`config.mk`:
```
export PLATFORM = sky130hd
export DESIGN_NAME = ognb_dist_pipe
export DESIGN_NICKNAME = d
export VERILOG_FILES = /design/src/hw/rtl/ognb_pkg.sv /design/src/hw/rtl/ognb_dist_pipe.sv
export SDC_FILE = /design/constraint.sdc
export NUM_CORES = 2
export LEC_CHECK = 0
export BUFFER_PORTS_ARGS = -buffer_cell sky130_fd_sc_hd__clkbuf_2
export CAP_MARGIN = 25
export CORE_UTILIZATION = 30
export DETAILED_ROUTE_END_ITERATION = 10
export PLACE_DENSITY_LB_ADDON = 0.12
export SYNTH_ARGS = -nofsm -noshare
export SYNTH_HDL_FRONTEND = slang
export SYNTH_SLANG_ARGS = --single-unit
```
`constraint.sdc`:
```
create_clock -name clk -period 15.6 [get_ports clk]
set_input_delay 2.34 -clock clk [delete_from_list [all_inputs] [get_ports clk]]
set_output_delay 2.34 -clock clk [all_outputs]
set_load 0.005 [all_outputs]
```
`src/hw/rtl/ognb_pkg.sv`:
```
// Package with shared constants, codes and types of the nearest-obstacle block.
`timescale 1ns / 1ps
package ognb_pkg;

  localparam int GRID_W_DEF     = 64;
  localparam int GRID_H_DEF     = 64;
  localparam int MAX_RADIUS_DEF = 8;

  localparam int DATA_W = 16;
  localparam int FX_W   = 32;
  localparam int CX_W   = 20;
  localparam int IDX_W  = 22;
  localparam int CFG_AW = 3;

  typedef enum logic [1:0] {
    FUNC_WRITE = 2'd0,
    FUNC_QUERY = 2'd1,
    FUNC_CLEAR = 2'd2,
    FUNC_NONE  = 2'd3
  } func_t;

  typedef enum logic [CFG_AW-1:0] {
    CFG_AREA_W = 3'd0,
    CFG_AREA_H = 3'd1,
    CFG_CPU_X  = 3'd2,
    CFG_CPU_Y  = 3'd3,
    CFG_UPC_X  = 3'd4,
    CFG_UPC_Y  = 3'd5,
    CFG_RSV6   = 3'd6,
    CFG_RSV7   = 3'd7
  } cfg_idx_t;

  // Control from the sequencer to the distance pipeline.
  typedef struct packed {
    logic push;
    logic clr;
  } pipe_ctl_t;

endpackage

```
`src/hw/rtl/ognb_dist_pipe.sv`:
```
// Four-stage pipeline that turns scanned cells into squared distances and keeps the minimum.
`timescale 1ns / 1ps
module ognb_dist_pipe #(
  parameter int MAX_RADIUS = ognb_pkg::MAX_RADIUS_DEF
) (
  input  logic                                clk,
  input  logic                                rst_n,
  input  ognb_pkg::pipe_ctl_t                 ctl,
  input  logic signed [ognb_pkg::IDX_W-1:0]   col,
  input  logic [ognb_pkg::FX_W-1:0]           fx,
  input  logic [15:0]                         upc,
  input  logic [2*($clog2((MAX_RADIUS+1)*4096)+4)-1:0] dysq,
  output logic                                busy,
  output logic                                found,
  output logic [2*($clog2((MAX_RADIUS+1)*4096)+4)-8:0] min_v
);

  localparam int MW  = $clog2((MAX_RADIUS + 1) * 4096);
  localparam int DXW = MW + 4;
  localparam int SQ  = 2 * DXW;
  localparam int VW  = SQ + 1 - 8;
  localparam int DW  = ognb_pkg::FX_W + 2;

  logic                 v1_r, v2_r, v3_r;
  logic [MW-1:0]        mx_r;
  logic [DXW-1:0]       dx_r;
  logic [SQ-1:0]        dxsq_r;
  logic [SQ-1:0]        dy1_r, dy2_r, dy3_r;
  logic                 found_r, found_nxt;
  logic [VW-1:0]        min_r, min_nxt;
  logic signed [DW-1:0] diff;
  logic [DW-1:0]        mag;
  logic [MW+15:0]       prod;
  logic [SQ:0]          sum;

  always_comb begin
    // Only columns inside the window reach here, so the magnitude fits in MW bits.
    diff = $signed({2'b00, fx}) - ($signed(DW'(col)) <<< 12);
    mag  = diff[DW-1] ? DW'(-diff) : DW'(diff);
    prod = MW'(mx_r) * (MW+16)'(upc);
    sum  = (SQ+1)'(dxsq_r) + (SQ+1)'(dy3_r);
    found_nxt = found_r;
    min_nxt   = min_r;
    if (ctl.clr) begin
      found_nxt = 1'b0;
    end else if (v3_r) begin
      if (!found_r || (sum[SQ:8] < min_r)) begin
        min_nxt = sum[SQ:8];
      end
      found_nxt = 1'b1;
    end
  end

  always_ff @(posedge clk) begin
    if (!rst_n) begin
      v1_r    <= 1'b0;
      v2_r    <= 1'b0;
      v3_r    <= 1'b0;
      found_r <= 1'b0;
    end else begin
      v1_r    <= ctl.push;
      v2_r    <= v1_r;
      v3_r    <= v2_r;
      found_r <= found_nxt;
    end
    mx_r   <= mag[MW-1:0];
    dy1_r  <= dysq;
    dx_r   <= prod[MW+15:12];
    dy2_r  <= dy1_r;
    dxsq_r <= SQ'(dx_r) * SQ'(dx_r);
    dy3_r  <= dy2_r;
    min_r  <= min_nxt;
  end

  assign busy  = v1_r | v2_r | v3_r;
  assign found = found_r;
  assign min_v = min_r;

endmodule

```
==> flow_summary.toml <==
[outcome]
run_status = "complete, no violations"

[timing]
setup_viol = 0
finalClockSkew_ns = 0.0212
finalCriticalPeriod_ns = 7.66
worstMarginPinSlew_ns = 1.06
finalWorstSetupSlack_ns = 7.94
hold_viol_final = 0
post-route-period-util = 0.491
max_slew_margin = 0.292
final.setup.tns_ns = 0
rsz0062_at_grt = "no"
fmax_mhz = 131
slew_viol_final = 0

[routing]
met3WireLength_mm = 2.35
topRoutingLayerUsed = "met4"
ant_nets = 0
first_pass_iters = 5
viasPerCell = 4.47
drt-met1-wl_mm = 35.7
initialDrtViolationCount = 806
drcViolationCount = 0
met2_length_mm = 32.1
wl_per_cell_um = 16.0
wirelength_mm = 71.4
vias = 20000

[critical_path]
end_kind = "register"
crit_arrival_ns = 8.16
start_kind = "register"
cp_cell_sequence = "nand2_1 -> fa_1 -> fa_1 -> fa_1 -> inv_1 -> fa_1 -> fa_1 -> fa_1 -> inv_1 -> fa_1 -> inv_1 -> ha_1 -> a21o_1 -> a21o_1 -> a21oi_1 -> o21ai_0 -> a31oi_1 -> o31ai_1 -> a31o_1 -> a2111o_1 -> o211ai_1"
path_common_cell = "fa_1"
cpPeakStageDelay_ns = 1.02
rr_startpoint = "dx_r[14]"
r2r_cells = 21
path_max_fanout = 18
r2r_slack_ns = 7.94
worstSetupPathType = "register to register"
required_ns = 16.10
reg2reg_to = "dxsq_r[38]"
crit_slowest_cell = "dfxtp_1"

[synthesis]
postSynthAreaPerCell_sq_um = 9.44
synth_cells = 3079
synth_warnings = 0
yosysUniqueCellTypes = 81
syn_nets = 4008
synth_edf_count = 33
synth_area_sq_mm = 0.0291
seq_area_frac_synth = 0.171
synth_ff_type = "dfxtp_1"
ys_seq_elements = 232
synthArstFlopShare = 0

[clocking]
cts_resized = 0
cts_hold_buffers = 0
cts_max_path_buffers = 3
path_clk_slew_ns = 0.07
cts_buffers = 29
cts_setup_buffers = 0
cts_root_buf = "clkbuf_16"
clk_latency_ns = 0.58
cts_tree = "built"
cts_sinks = 232
htree_levels = 1

[finish]
n_antenna_cell = 0
layout.nets = 4115
post-route-util = 0.337
drive_above_1_share = 0.0820
syn_to_final_growth_pct = 10.8
final_area_sq_mm = 0.0322

[flow_run]
timing.max_cap.violations = 0

[floorplan]
die_h_um = 313
dieArea_sq_mm = 0.0981
die_w_um = 313
num_rows = 113
ios = 149
start_util = 0.304
core_area_sq_mm = 0.0954

[global_route]
antenna_found_initial = 2
grt_use_total = 0.150
overflow = 0
grt_max_degree = 66
grt_pass1_vias = 21600
grt_pass1_wl_mm = 118

[worst_hold_path]
hold_depth = 0
hold-path-endpoint = "dy3_r[14]"
hold_path_class = "register to register"
min-delay-start = "dy2_r[14]"

[placement]
place_area_sq_mm = 0.0313
post-place-ws_ns = 7.40
portBuffers = 148
dpl.hpwl_mm = 57.5
routabilityCongestion = 0.783
## per-stage QoR
| step | instances | hold slack (ns) |
|---|---|---|
| after floorplan | 3079 | 0.310 |
| after global placement | 4419 | 0.310 |
| after detailed placement | 4420 | 0.312 |
| after CTS | 4473 | 0.318 |
| after global routing | 4473 | 0.331 |
| final | 4473 | 0.322 |
## cell type report
cell class                 instances  area (sq um)
fill                           10000         63200
multi-input combinational       2075         21200
sequential                       232          4970
inverter                         668          2510
tap                             1265          1580
timing repair buffer             180          1000
clock buffer                      40           850
clock inverter                    13          87.6
## worst max-delay path: cells and delay by family (launching register included)
kind                       cells  cell delay (ns)
adders and majority gates      8             4.06
and+or+nand+nor                1             0.28
buffers and inverters          3             0.15
DFF                            1             1.02
AOI/OAI and AO/OA              9             2.06
## synthesized netlist by cell type, types with 17 or more instances
cell type  instances  area share
nor2_1            73      0.0094
edfxtp_1          33       0.034
o21ai_0           53      0.0091
clkbuf_1          97       0.013
ha_1             341        0.15
o21ai_1           17      0.0029
nor3_1            22      0.0038
nand4_1           33      0.0071
and2_1           170       0.037
nand3_1           34      0.0059
inv_1            668       0.086
a21o_1            73       0.019
fa_1             474        0.33
and3_1            20      0.0043
dfxtp_1          199        0.14
a21oi_1          102       0.018
xor2_1            42       0.013
xnor2_1           59       0.018
nand2_1          330       0.043
## kinds of logic (layout without fill, tap and decap cells)
family,after synthesis,count (layout),share of synthesized area
xor+xnor,101,101,0.0304
fa+ha+maj,817,817,0.474
simple gates,779,779,0.135
buf+inv,772,901,0.100
compound gates,370,370,0.0859
flops,232,232,0.171
mux,8,8,0.00297
## placed cells by master (no fill, tap or decap), types with 5 or more instances in the layout
| cell type | count |
|---|---|
| nand2b_1 | 10 |
| and2_1 | 170 |
| clkbuf_16 | 31 |
| nand4b_1 | 16 |
| o21ai_0 | 53 |
| nand3b_1 | 6 |
| nor3_1 | 22 |
| o21bai_1 | 15 |
| or2_2 | 9 |
| fa_1 | 474 |
| or3_1 | 5 |
| nor2b_1 | 16 |
| nand4_1 | 33 |
| a21o_1 | 73 |
| nand2_1 | 330 |
| and3_1 | 20 |
| nor2_1 | 73 |
| clkinv_2 | 5 |
| nor4b_1 | 9 |
| o2111ai_1 | 6 |
| a2111oi_0 | 6 |
| buf_4 | 31 |
| clkbuf_1 | 5 |
| dfxtp_1 | 199 |
| o211ai_1 | 14 |
| o31ai_1 | 6 |
| a31oi_1 | 10 |
| xor2_1 | 42 |
| o21a_1 | 10 |
| edfxtp_1 | 33 |
| xnor2_1 | 59 |
| ha_1 | 341 |
| a211oi_1 | 10 |
| clkbuf_2 | 148 |
| a21oi_1 | 102 |
| nand3_1 | 34 |
| inv_1 | 668 |
| o21ai_1 | 17 |
## sequential cells by signal, indices dropped and copies added, names as in the netlist
signal and count:
dx_r 20, dxsq_r 39, dy1_r 40, dy2_r 40, dy3_r 40, found 1
min_v 33, mx_r 16, v1_r 1, v2_r 1, v3_r 1
## layer usage
layer,GRT usage,vias up
li1,-,9890
met1,0.213,9704
met2,0.245,315
met3,0.0161,66
met4,0.0296,0
met5,0,-
## how the worst max path moves through the flow
stage,end,start,slack [ns],depth (start not counted)
after floorplan,dx_r[17],upc[1],7.98,21
after global placement,dx_r[17],upc[1],7.47,24
after detailed placement,dx_r[17],upc[1],7.40,24
after CTS,dxsq_r[38],dx_r[14],7.86,21
after global routing,dxsq_r[38],dx_r[14],7.56,21
final,dxsq_r[38],dx_r[14],7.94,21
Power is left out: the tool's default activity adds up to more than one toggle a clock period on the data nets, which glitch-free logic cannot reach.
