===== src/hw/rtl/ognb_sqrt.sv =====
// Iterative integer square root, one result bit per cycle.
`timescale 1ns / 1ps
module ognb_sqrt #(
  parameter int VW = 33
) (
  input  logic                  clk,
  input  logic                  rst_n,
  input  logic                  start,
  input  logic [VW-1:0]         radicand,
  output logic                  busy,
  output logic [(VW+1)/2-1:0]   root
);

  localparam int SQW  = (VW + 1) / 2;
  localparam int REMW = SQW + 4;
  localparam int CNTW = $clog2(SQW + 1);

  logic            busy_r, busy_nxt;
  logic [CNTW-1:0] cnt_r, cnt_nxt;
  logic [2*SQW-1:0] rad_r, rad_nxt;
  logic [REMW-1:0] rem_r, rem_nxt;
  logic [SQW-1:0]  root_r, root_nxt;
  logic [REMW-1:0] cat;
  logic [REMW-1:0] trial;

  always_comb begin
    cat      = {rem_r[REMW-3:0], rad_r[2*SQW-1 -: 2]};
    trial    = REMW'({root_r, 2'b01});
    busy_nxt = busy_r;
    cnt_nxt  = cnt_r;
    rad_nxt  = rad_r;
    rem_nxt  = rem_r;
    root_nxt = root_r;
    if (start) begin
      busy_nxt = 1'b1;
      cnt_nxt  = '0;
      rad_nxt  = (2*SQW)'(radicand);
      rem_nxt  = '0;
      root_nxt = '0;
    end else if (busy_r) begin
      rad_nxt = {rad_r[2*SQW-3:0], 2'b00};
      if (cat >= trial) begin
        rem_nxt  = cat - trial;
        root_nxt = {root_r[SQW-2:0], 1'b1};
      end else begin
        rem_nxt  = cat;
        root_nxt = {root_r[SQW-2:0], 1'b0};
      end
      cnt_nxt = cnt_r + 1'b1;
      if (cnt_r == CNTW'(SQW - 1)) begin
        busy_nxt = 1'b0;
      end
    end
  end

  always_ff @(posedge clk) begin
    if (!rst_n) begin
      busy_r <= 1'b0;
      cnt_r  <= '0;
    end else begin
      busy_r <= busy_nxt;
      cnt_r  <= cnt_nxt;
    end
    rad_r  <= rad_nxt;
    rem_r  <= rem_nxt;
    root_r <= root_nxt;
  end

  assign busy = busy_r;
  assign root = root_r;

endmodule


===== config.mk =====
export PLATFORM = sky130hd
export DESIGN_NAME = ognb_sqrt
export DESIGN_NICKNAME = d
export VERILOG_FILES = /design/src/hw/rtl/ognb_sqrt.sv
export SDC_FILE = /design/constraint.sdc
export NUM_CORES = 1
export LEC_CHECK = 0
export BUFFER_PORTS_ARGS = -buffer_cell sky130_fd_sc_hd__buf_2
export CAP_MARGIN = 20
export CORE_MARGIN = 2
export CORE_UTILIZATION = 35
export DETAILED_ROUTE_END_ITERATION = 10
export PLACE_DENSITY = 0.64
export REMOVE_ABC_BUFFERS = 1
export SLEW_MARGIN = 20
export SYNTH_ARGS = -nofsm -noshare
export SYNTH_HDL_FRONTEND = slang
export SYNTH_SLANG_ARGS = --single-unit

===== constraint.sdc =====
create_clock -name clk -period 6.64 [get_ports clk]
set_clock_uncertainty 0.2 [all_clocks]
set_input_delay 1.328 -clock clk [delete_from_list [all_inputs] [get_ports clk]]
set_output_delay 1.328 -clock clk [all_outputs]
set_load 0.05 [all_outputs]

==> summary.txt, run 1 <==
Power
  – Lkg Pwr: 1.94 nW
  – Clk pwr share: 0.207
  – Psw: 0.928 mW
  – VDD IR max: about 0.27 mV
  – Tot Pwr: 2.27 mW
  – Internal power: between 1 and 1.5 mW
  – Pwr/cell area: ~470 mW/mm^2
  – Combinational power share: 0.523
  – Net Sw Frac: 0.409
  – Sequential Power Share: 0.270

GRT
  – Global-route congestion overflow total: 0
  – Initial antenna violation count: 0
  – First-pass GRT wire length: approximately 15 mm
  – Total track usage: 0.141
  – Largest net degree at the start of global routing: 45
  – Number of global-route vias before repair: 3110

CTS
  – CTS resizes: 0
  – Total CTS buffers: 9
  – Sink Count: 76
  – Register clock-pin slew on the reported worst setup and hold paths: 0.06 ns
  – CTS H-tree depth: 3
  – Setup Fix Bufs, Post-CTS: 0
  – Clock Tree Buf Depth: 2
  – CTS tree: yes
  – Clock Latency Late Sink: around 0.34 ns
  – Hold buffer count at cts: 0
  – Clock root cell: clkbuf_16

Synth
  – Syn. warnings: 0
  – Fraction of the mapped netlist area in simple logic gates: 0.122
  – Cell area after synthesis: 0.00418 mm^2
  – Cells after synthesis: a little over 400
  – Mux share of post-synthesis cell area: 0.153
  – Leading register cell type out of synthesis: dfxtp_1
  – FFs w/ async S/R, synth: 0
  – Commonest cells post-synth: nor2_1, dfxtp_1, edfxtp_1
  – Adder-Cell Fraction of Synth Area: 0.0629
  – Compound-Gate Fraction of Synth Area: 0.139
  – Synth top area cells: edfxtp_1, dfxtp_1, mux2_2, mux2i_1, ha_1
  – Largest family of logic cells by synthesized area: multiplexers
  – Syn avg cell area: 10.1 um^2
  – Netlist cell types: 53
  – Post-synthesis register bit count: 76
  – Post-synthesis xor/xnor area fraction: 0.0335
  – Most frequent cell after synthesis: nor2_1
  – Leading area contributor after synthesis: edfxtp_1
  – Register area share after synthesis: 0.443
  – Number of synthesized flops with an enable pin: 33
  – Synth top area share: 0.237

Detailed routing
  – Detail Route Antenna Nets: 0
  – Final wirelength: between 8 and 9 mm
  – First-pass detailed-route iteration total: 7
  – Routed len/inst: 14.6 um
  – DRT iter0 DRCs: approximately 170
  – Via count: around 3200
  – Remaining routing DRC violations: 1
  – Vias per std cell: 5.24

Setup path
  – WP data required: approximately 6.6 ns
  – Worst path max stage delay: around 0.76 ns
  – Crit-path slowest cell: a31oi_4
  – CP top delay family: compound AO/OA/AOI/OAI gates
  – Worst setup SP type: register
  – CP startpoint: root[2]
  – Reg2reg start: root[2]
  – CP Cell Sequence: inv_1 -> ha_1 -> a21oi_2 -> o21ai_4 -> o21ai_2 -> a211oi_2 -> a31oi_4 -> mux2i_1 -> a211oi_1
  – WS Path Type: reg -> reg
  – Worst path bufs/invs: 1
  – WP data arrival: about 3.1 ns
  – Crit Path Max Fanout: 25
  – Critical Path Sink Type: register

Placed design
  – GPL Wtd Cong: ~0.9
  – Post-DP HPWL: 6.20 mm
  – PortBufs: between 50 and 60
  – Dpl ws: between 3 and 4 ns

Job
  – Number of max-cap violations: 0

Timing
  – Final period util: 0.473
  – Min Tclk post-route: between 3 and 4 ns
  – Final-report hold violation count: 0
  – Setup WS post-layout: ~3.5 ns
  – RSZ-0062 raised after global routing: no
  – Finish-stage setup viols: 0
  – Fin Setup TNS: 0 ns
  – Slew @ Worst Pin: ~0.90 ns
  – Fin. max-slew vios: 0
  – Fmax: around 320 MHz
  – Slew headroom: 0.399

Floorplan
  – Die width: roughly 110 um
  – I/O pin count: 54
  – Die Y-Extent: between 100 and 150 um
  – Die area: approximately 0.013 mm^2
  – Number of cell rows: 39
  – Initial Utilization: 0.363
  – Core ar.: about 0.012 mm^2

Outcome
  – Status: finished with violations
  – Violated checks: DRC

Finish
  – Number of fill cells in the layout: 1117
  – Share of cells above drive strength 1: 0.239
  – Antenna diode count: 0
  – Fin nets: 514
  – Synth-to-Final Area Change: 15.6%

Hold path
  – HP Class: reg -> reg
  – Hold Crit Start: rem_r[8]
through the flow:
stage / hold slack, ns / instances / util / cell area [um^2]
finish: 0.306 / 604 / 0.419 / 4830
global route: 0.326 / 604 / 0.419 / 4830
CTS: 0.302 / 604 / 0.419 / 4830
detailed placement: 0.260 / 589 / 0.395 / 4550
global placement: 0.255 / 589 / 0.395 / 4550
floorplan: 0.234 / 390 / - / 4080
state kept, by name, indices dropped and copies added, names as in the netlist:
| signal | count |
|---|---|
| rad_r | 34 |
| busy | 1 |
| cnt_r | 5 |
| rem_r | 19 |
| root | 17 |
kinds of logic (layout without fill, tap and decap cells):
family,after synthesis,after routing
and+or+nand+nor,111,111
AOI/OAI and AO/OA,81,81
DFF,76,76
muxes,60,60
buffers and inverters,48,96
adders and majority gates,21,21
xor gates and xnor gates,16,16
worst register-to-register path, cell delays in order, from the launching register on:
cell and delay [ns]:
dfxtp_1 0.37, inv_1 0.06, ha_1 0.38, a21oi_2 0.35
o21ai_4 0.16, o21ai_2 0.17, a211oi_2 0.11, a31oi_4 0.76
mux2i_1 0.32, a211oi_1 0.10
power groups by stage:
stage	Combinational, mW	Clock, mW	Sequential (mW)
after floorplan	0.916	0	0.618
after global placement	1.15	0	0.619
after detailed placement	1.16	0	0.621
after CTS	1.17	0.481	0.612
after global routing	1.30	0.498	0.621
final	1.19	0.468	0.612
area by class of cell:
cell class | count | area, um^2 | area share
multi-input combinational | 289 | 2130 | 0.442
inverter | 25 | 93.8 | 0.0194
tap | 143 | 179 | 0.0370
clock buffer | 10 | 229 | 0.0474
timing repair buffer | 56 | 288 | 0.0596
clock inverter | 5 | 53.8 | 0.0111
sequential | 76 | 1850 | 0.384
cells in the final DEF, fill, tap and decap left out, types with 3 or more instances in the layout:
cell type,n
ha_1,21
mux2i_1,29
nand3_1,8
inv_1,25
o211ai_1,4
nor2_1,48
nand2b_1,8
dfxtp_1,42
nand4_1,6
xnor2_1,8
nor2b_1,3
a32oi_1,5
xor2_1,8
a211oi_1,9
clkbuf_16,9
nor3_1,7
buf_2,53
nand2_1,21
a21oi_1,20
mux2_2,31
o21a_1,3
edfxtp_1,33
o21ai_0,15
buf_4,3
routing by layer:
metal	up-vias	wire length, um	global-route usage
met5	-	0	0
met4	0	163	0.0626
met3	12	434	0.0354
met2	71	4090	0.221
met1	1492	4150	0.184
li1	1591	-	-
path summary, 6_finish.rpt:
path                            endpoint  slack [ns]  cells past startpoint
worst max-delay path            rem_r[8]        3.50                      9
worst min-delay path            rem_r[8]        0.31                      2
worst max register to register  rem_r[8]        3.50                      9
worst min register to register  rem_r[8]        0.31                      2
(Power assumes the default switching activity.)
==> run 2: changes to the inputs <==
clock period = 2.9 ns   (was 6.64 ns; I/O delays follow)
==> run 2 against run 1 <==
  * Global-route usage rose by 0.68 points
  * Largest cell class unchanged
  * Cell area rose by 6.8%
  * Largest power group unchanged
  * The run still ends with DRC left
  * First-iteration DRC count fell by 5.7%
  * Die area did not move
==> summary.txt, run 2 (synthesis gave the netlist of run 1 again) <==
Timing
  – Fin Setup TNS: 0 ns (unchanged)
  – Finish-stage setup viols: 0 (unchanged)
  – Fmax: 364 MHz (+14%)
  – Slew headroom: 0.591 (+0.193)
  – Slew @ Worst Pin: 0.613 ns (-0.289 ns)
  – Final period util: 0.947 (+0.475)
  – Final-report hold violation count: 0 (unchanged)
  – Min Tclk post-route: 2.75 ns (-0.392 ns)
  – Setup WS post-layout: 0.152 ns (-3.35 ns)
  – Fin. max-slew vios: 0 (unchanged)
  – RSZ-0062 raised after global routing: no

Setup path
  – WP data arrival: 2.76 ns (-0.37 ns)
  – WS Path Type: reg -> reg
  – Worst Reg-to-Reg Cells: 10 (+1)
  – Critical Path Sink Type: register
  – WP data required: 2.91 ns (-3.72 ns)
  – Worst setup SP type: register
  – Crit Path Max Fanout: 12 (-52%)

CTS
  – Clock Latency Late Sink: 0.34 ns (about the same)
  – Clock Tree Buf Depth: 2 (unchanged)
  – CTS H-tree depth: 3 (unchanged)
  – Clock root cell: clkbuf_16
  – Total CTS buffers: 9 (unchanged)
  – Sink Count: 76 (unchanged)
  – CTS tree: yes
  – Hold buffer count at cts: 0 (unchanged)
  – Register clock-pin slew on the reported worst setup and hold paths: 0.06 ns (about the same)

Detailed routing
  – Vias per std cell: 5.19 (-0.99%)
  – Detail Route Antenna Nets: 0 (unchanged)
  – First-pass detailed-route iteration total: 8 (+1)
  – Final wirelength: 9.04 mm (+2.3%)
  – Remaining routing DRC violations: 1 (unchanged)
  – Routed len/inst: 14.1 um (-3.9%)
  – DRT iter0 DRCs: 164 (-5.7%)
  – Via count: 3337 (+5.4%)

Placed design
  – Placed insts: 621 (+5.4%)
  – Post-DP HPWL: 6.53 mm (+5.4%)
  – PortBufs: 53 (unchanged)
  – GPL Wtd Cong: 0.904 (+0.70%)
  – Placed cell area: 0.00479 mm^2 (+5.3%)
  – Dpl ws: -0.0329 ns (-3.26 ns)

GRT
  – Initial antenna violation count: 0 (unchanged)
  – Number of global-route vias before repair: 3290 (+5.8%)
  – Global-route congestion overflow total: 0 (unchanged)
  – Total track usage: 0.148 (+0.00682)
  – Largest net degree at the start of global routing: 34 (-24%)
  – First-pass GRT wire length: 15.3 mm (+5.6%)

Hold path
  – HP Class: in -> reg
  – Hold-critical path depth: 2 (unchanged)

Power
  – Pwr/cell area: 1130 mW/mm^2 (+140%)
  – Lkg Pwr: 2.12 nW (+9.7%)
  – VDD IR max: 0.474 mV (+74%)

Job
  – Number of max-cap violations: 0 (unchanged)

Finish
  – Number of fill cells in the layout: 1133 (+1.4%)
  – Antenna diode count: 0 (unchanged)
  – Non-filler cells, final: 643 (+6.5%)
  – Share of cells above drive strength 1: 0.304 (+0.0654)
  – Max FFs per register: 34 (unchanged)
  – Most common cell after layout, fill and taps aside: buf_2
  – Fin nets: 552 (+7.4%)
  – Fin area: 0.00516 mm^2 (+6.8%)
  – Largest Register: rad_r
  – Commonest non-fill, non-tap cells in the layout: buf_2, nor2_1, dfxtp_1
  – Synth-to-Final Area Change: 23.5%

Floorplan
  – Initial Utilization: 0.363 (unchanged)
  – Number of cell rows: 39 (unchanged)
  – Die Y-Extent: 113 um (unchanged)
  – Die width: 113 um (unchanged)
  – Core ar.: 0.0115 mm^2 (unchanged)
  – I/O pin count: 54 (unchanged)
  – Die area: 0.0128 mm^2 (unchanged)

Outcome
  – Violated checks: DRC
  – Status: finished with violations
run 2: layer usage:
layer	wire, um	part of all wire	up-vias	track usage
met5	0	0	-	0
met4	120	0.013	0	0.0528
met3	420	0.046	14	0.0380
met2	4420	0.49	80	0.241
met1	4080	0.45	1574	0.190
li1	-	-	1669	-
run 2: critical path: stages (launching register included):
cell and delay [ns]:
dfxtp_1 0.36, inv_1 0.06, ha_1 0.29, a21oi_1 0.21, o21ai_0 0.16, a21oi_1 0.18, o211ai_1 0.17, buf_4 0.18
a31oi_4 0.46, mux2i_1 0.25, o21ai_0 0.08
run 2: per-stage QoR:
| stage | utilization | total power, mW | hold WS [ns] |
|---|---|---|---|
| after global routing | 0.448 | 6.22 | 0.271 |
| final | 0.448 | 5.83 | 0.266 |
| after detailed placement | 0.416 | 4.27 | 0.288 |
| after floorplan | - | 3.51 | 0.234 |
| after global placement | 0.416 | 4.22 | 0.248 |
| after CTS | 0.442 | 5.50 | 0.255 |
run 2: where the power goes:
part / total (mW) / switching (mW) / internal, mW
clock network: 1.10 / 0.434 / 0.664
logic: 3.33 / 1.78 / 1.55
registers: 1.40 / 0.108 / 1.29
run 2: worst paths after layout:
kind / slack (ns) / start / endpoint
setup / recovery: 0.15 / root[12] / rem_r[11]
hold / removal: 0.27 / rst_n / busy
setup reg to reg: 0.15 / root[12] / rem_r[11]
hold reg to reg: 0.29 / rad_r[31] / rad_r[33]
run 2: repair_timing:
item | in CTS | in global routing
setup endpoints to repair | 4 | 14
resized for setup | 0 | 6
setup buffers | 0 | 5
pin swaps | 1 | 2
gates cloned | 1 | 0
hold endpoints to repair | 0 | 0
run 2: cell type report:
type | count | area [um^2] | share of cell area
Timing Repair Buffer | 93 | 566 | 0.110
Multi-Input combinational cell | 290 | 2180 | 0.422
Clock buffer | 10 | 229 | 0.0444
Sequential cell | 76 | 1850 | 0.359
Inverter | 25 | 93.8 | 0.0182
Tap cell | 143 | 179 | 0.0347
Clock inverter | 6 | 62.6 | 0.0121
==> run 3: changes to the inputs <==
ABC_AREA = 1   (was not set)
==> run 3 against run 2 <==
  * Critical path depth grew 3
  * Fmax grew 5.4%
  * Critical path type unchanged
  * Clock power grew 6%
  * Synthesized cell count grew 48%
  * Synthesized area grew 4.8%
  * Critical endpoint is now rem_r[17]
  * Cell area shrank 0.27%
  * Largest power group unchanged
  * The run now ends clean
==> summary.txt, run 3 <==
Setup path
  – Worst Reg-to-Reg Cells: 13 (+3)
  – Crit Path Max Fanout: 22 (+10)
  – Worst setup SP type: register
  – Flop-to-flop setup slack: 0.29 ns (+0.14 ns)
  – Reg-to-reg endpoint: rem_r[17]
  – Worst path max stage delay: 0.41 ns (-0.05 ns)
  – Critical Path Sink Type: register
  – CP endpoint: rem_r[17]
  – Top cell by count, worst path: nand2_2
  – Crit-path slowest cell: ha_1
  – WS Path Type: reg -> reg
  – CP Cell Sequence: inv_1 -> ha_1 -> nand2_2 -> inv_2 -> nand3_1 -> nand3_2 -> nand2_1 -> nand2_2 -> nand2_2 -> nand2_4 -> or2_2 -> nand3_1 -> nand2_1
  – Reg2reg start: root[1]
  – WP data arrival: 2.64 ns (-0.12 ns)
  – CP startpoint: root[1]
  – WP data required: 2.93 ns (+0.02 ns)

Timing
  – Slew headroom: 0.565 (-0.0267)
  – Fmax: 384 MHz (+5.4%)
  – Fin. max-slew vios: 0 (unchanged)
  – Hold WS: 0.252 ns (-0.0145 ns)
  – Final-report hold violation count: 0 (unchanged)
  – Fin Setup TNS: 0 ns (unchanged)
  – Slew @ Worst Pin: 0.653 ns (+0.0401 ns)
  – Min Tclk post-route: 2.61 ns (-0.140 ns)
  – RSZ-0062 raised after global routing: no
  – Finish-stage setup viols: 0 (unchanged)
  – Final period util: 0.899 (-0.0483)

Synth
  – Cells after synthesis: 612 (+48%)
  – Register area share after synthesis: 0.423 (-0.0203)
  – Compound-Gate Fraction of Synth Area: 0.0637 (-0.0752)
  – Leading register cell type out of synthesis: dfxtp_1
  – Largest family of logic cells by synthesized area: simple AND/OR/NAND/NOR gates
  – Commonest cells post-synth: nand2_1, inv_1, nor2_1
  – FFs w/ async S/R, synth: 0 (unchanged)
  – Syn avg cell area: 7.16 um^2 (-29%)
  – Adder-Cell Fraction of Synth Area: 0.0600 (-0.00287)
  – Synth top area share: 0.226 (-0.0108)
  – Number of synthesized flops with an enable pin: 33 (unchanged)
  – Fraction of the mapped netlist area in simple logic gates: 0.346 (+0.224)
  – Netlist cell types: 38 (-28%)
  – Cell area after synthesis: 0.00438 mm^2 (+4.8%)
  – Synth top area cells: edfxtp_1, nand2_1, dfxtp_1, inv_1, ha_1
  – Most frequent cell after synthesis: nand2_1
  – Syn. warnings: 0 (unchanged)
  – Mux share of post-synthesis cell area: 0 (-0.153)
  – Post-synthesis register bit count: 76 (unchanged)
  – Leading area contributor after synthesis: edfxtp_1
  – Post-synthesis xor/xnor area fraction: 0.0160 (-0.0175)

Finish
  – Antenna diode count: 0 (unchanged)
  – Fin area: 0.00515 mm^2 (-0.27%)
  – Fin nets: 724 (+31%)
  – Number of fill cells in the layout: 1318 (+16%)
  – Largest Register: rad_r
  – Share of cells above drive strength 1: 0.159 (-0.145)
  – Most common cell after layout, fill and taps aside: nand2_1
  – Synth-to-Final Area Change: 17.5%
  – Commonest non-fill, non-tap cells in the layout: nand2_1, inv_1, buf_2
  – Max FFs per register: 34 (unchanged)
  – Final core utilization: 0.425 (-0.0232)

CTS
  – CTS resizes: 0 (unchanged)
  – Setup Fix Bufs, Post-CTS: 0 (unchanged)
  – Sink Count: 76 (unchanged)
  – CTS tree: yes
  – Total CTS buffers: 9 (unchanged)
  – Register clock-pin slew on the reported worst setup and hold paths: 0.06 ns (about the same)
  – Clock root cell: clkbuf_16
  – CTS H-tree depth: 3 (unchanged)
  – Hold buffer count at cts: 0 (unchanged)
  – Clock Tree Buf Depth: 2 (unchanged)
  – Clock Latency Late Sink: 0.34 ns (about the same)

Placed design
  – GPL Wtd Cong: 0.960 (+6.3%)
  – Post-DP HPWL: 7.99 mm (+22%)
  – PortBufs: 53 (unchanged)
  – Placed cell area: 0.00484 mm^2 (+1.0%)

Floorplan
  – Die Y-Extent: 116 um (+2.3%)
  – Number of cell rows: 40 (+2.6%)
  – I/O pin count: 54 (unchanged)
  – Core ar.: 0.0121 mm^2 (+5.2%)
  – Die width: 116 um (+2.3%)
  – Die area: 0.0134 mm^2 (+4.6%)
  – Initial Utilization: 0.362 (-0.00132)

Outcome
  – Status: finished clean

Detailed routing
  – First-pass detailed-route iteration total: 4 (-4)
  – Final wirelength: 10.9 mm (+21%)
  – Detail Route Antenna Nets: 0 (unchanged)
  – Vias per std cell: 4.65 (-10%)
  – Via count: 3908 (+17%)
  – DRT iter0 DRCs: 189 (+15%)
  – Remaining routing DRC violations: 0 (-1)
  – Routed len/inst: 13.0 um (-7.5%)

Power
  – Tot Pwr: 4.45 mW (-24%)
  – Lkg Pwr: 2.62 nW (+23%)
  – Pwr/cell area: 864 mW/mm^2 (-23%)
  – VDD IR max: 0.417 mV (-12%)

GRT
  – Total track usage: 0.176 (+0.0288)
  – First-pass GRT wire length: 18.5 mm (+21%)
  – Global-route congestion overflow total: 0 (unchanged)
  – Number of global-route vias before repair: 3886 (+18%)
  – Largest net degree at the start of global routing: 52 (+53%)
  – Initial antenna violation count: 0 (unchanged)

Hold path
  – HP Class: reg -> reg
  – Hold-critical path depth: 1 (-1)

Job
  – Number of max-cap violations: 0 (unchanged)
[run 3: final cells by class]
class	count	area, um^2	area share
multi-input combinational	435	2130	0.413
inverter	82	308	0.0598
clock buffer	10	239	0.0464
tap	168	210	0.0408
timing repair buffer	63	340	0.0661
sequential	76	1850	0.360
clock inverter	6	70.1	0.0136
[run 3: critical path, delay by kind of cell (launching register included)]
| kind | cells | cell delay (ns) |
|---|---|---|
| buffers and inverters | 2 | 0.11 |
| adders and majority gates | 1 | 0.41 |
| DFF | 1 | 0.32 |
| and+or+nand+nor | 10 | 1.46 |
[run 3: logic make-up after synthesis]
family	Yosys count
xor gates and xnor gates	8
buffers and inverters	101
DFF	76
adders and majority gates	21
AOI/OAI and AO/OA	48
and+or+nand+nor	358
[run 3: how the worst min path moves through the flow]
stage          slack (ns)   endpoint  startpoint
2_1_floorplan        0.22   cnt_r[4]    cnt_r[4]
3_3_place_gp         0.23  rad_r[33]   rad_r[31]
3_5_place_dp         0.24   cnt_r[4]    cnt_r[4]
4_1_cts              0.25   cnt_r[4]    cnt_r[4]
5_1_grt              0.29   cnt_r[4]    cnt_r[4]
6_report             0.25   cnt_r[4]    cnt_r[4]
[run 3: metal layers]
metal | vias up | part of all wire | GRT usage
li1 | 2054 | - | -
met1 | 1721 | 0.46 | 0.222
met2 | 115 | 0.46 | 0.293
met3 | 18 | 0.062 | 0.0460
met4 | 0 | 0.019 | 0.0627
met5 | - | 0 | 0
[run 3: stage by stage]
stage               worst slack (ns)  instances
global placement               0.334        824
global route                  0.0791        840
detailed placement             0.306        824
CTS                            0.294        840
finish                         0.293        840
floorplan                     0.0952        593
[run 3: power breakdown]
group | switching [mW] | leakage, nW | internal, mW
Clock | 0.469 | 0.149 | 0.699
Sequential | 0.0683 | 0.689 | 1.24
Combinational | 1.31 | 1.78 | 0.662
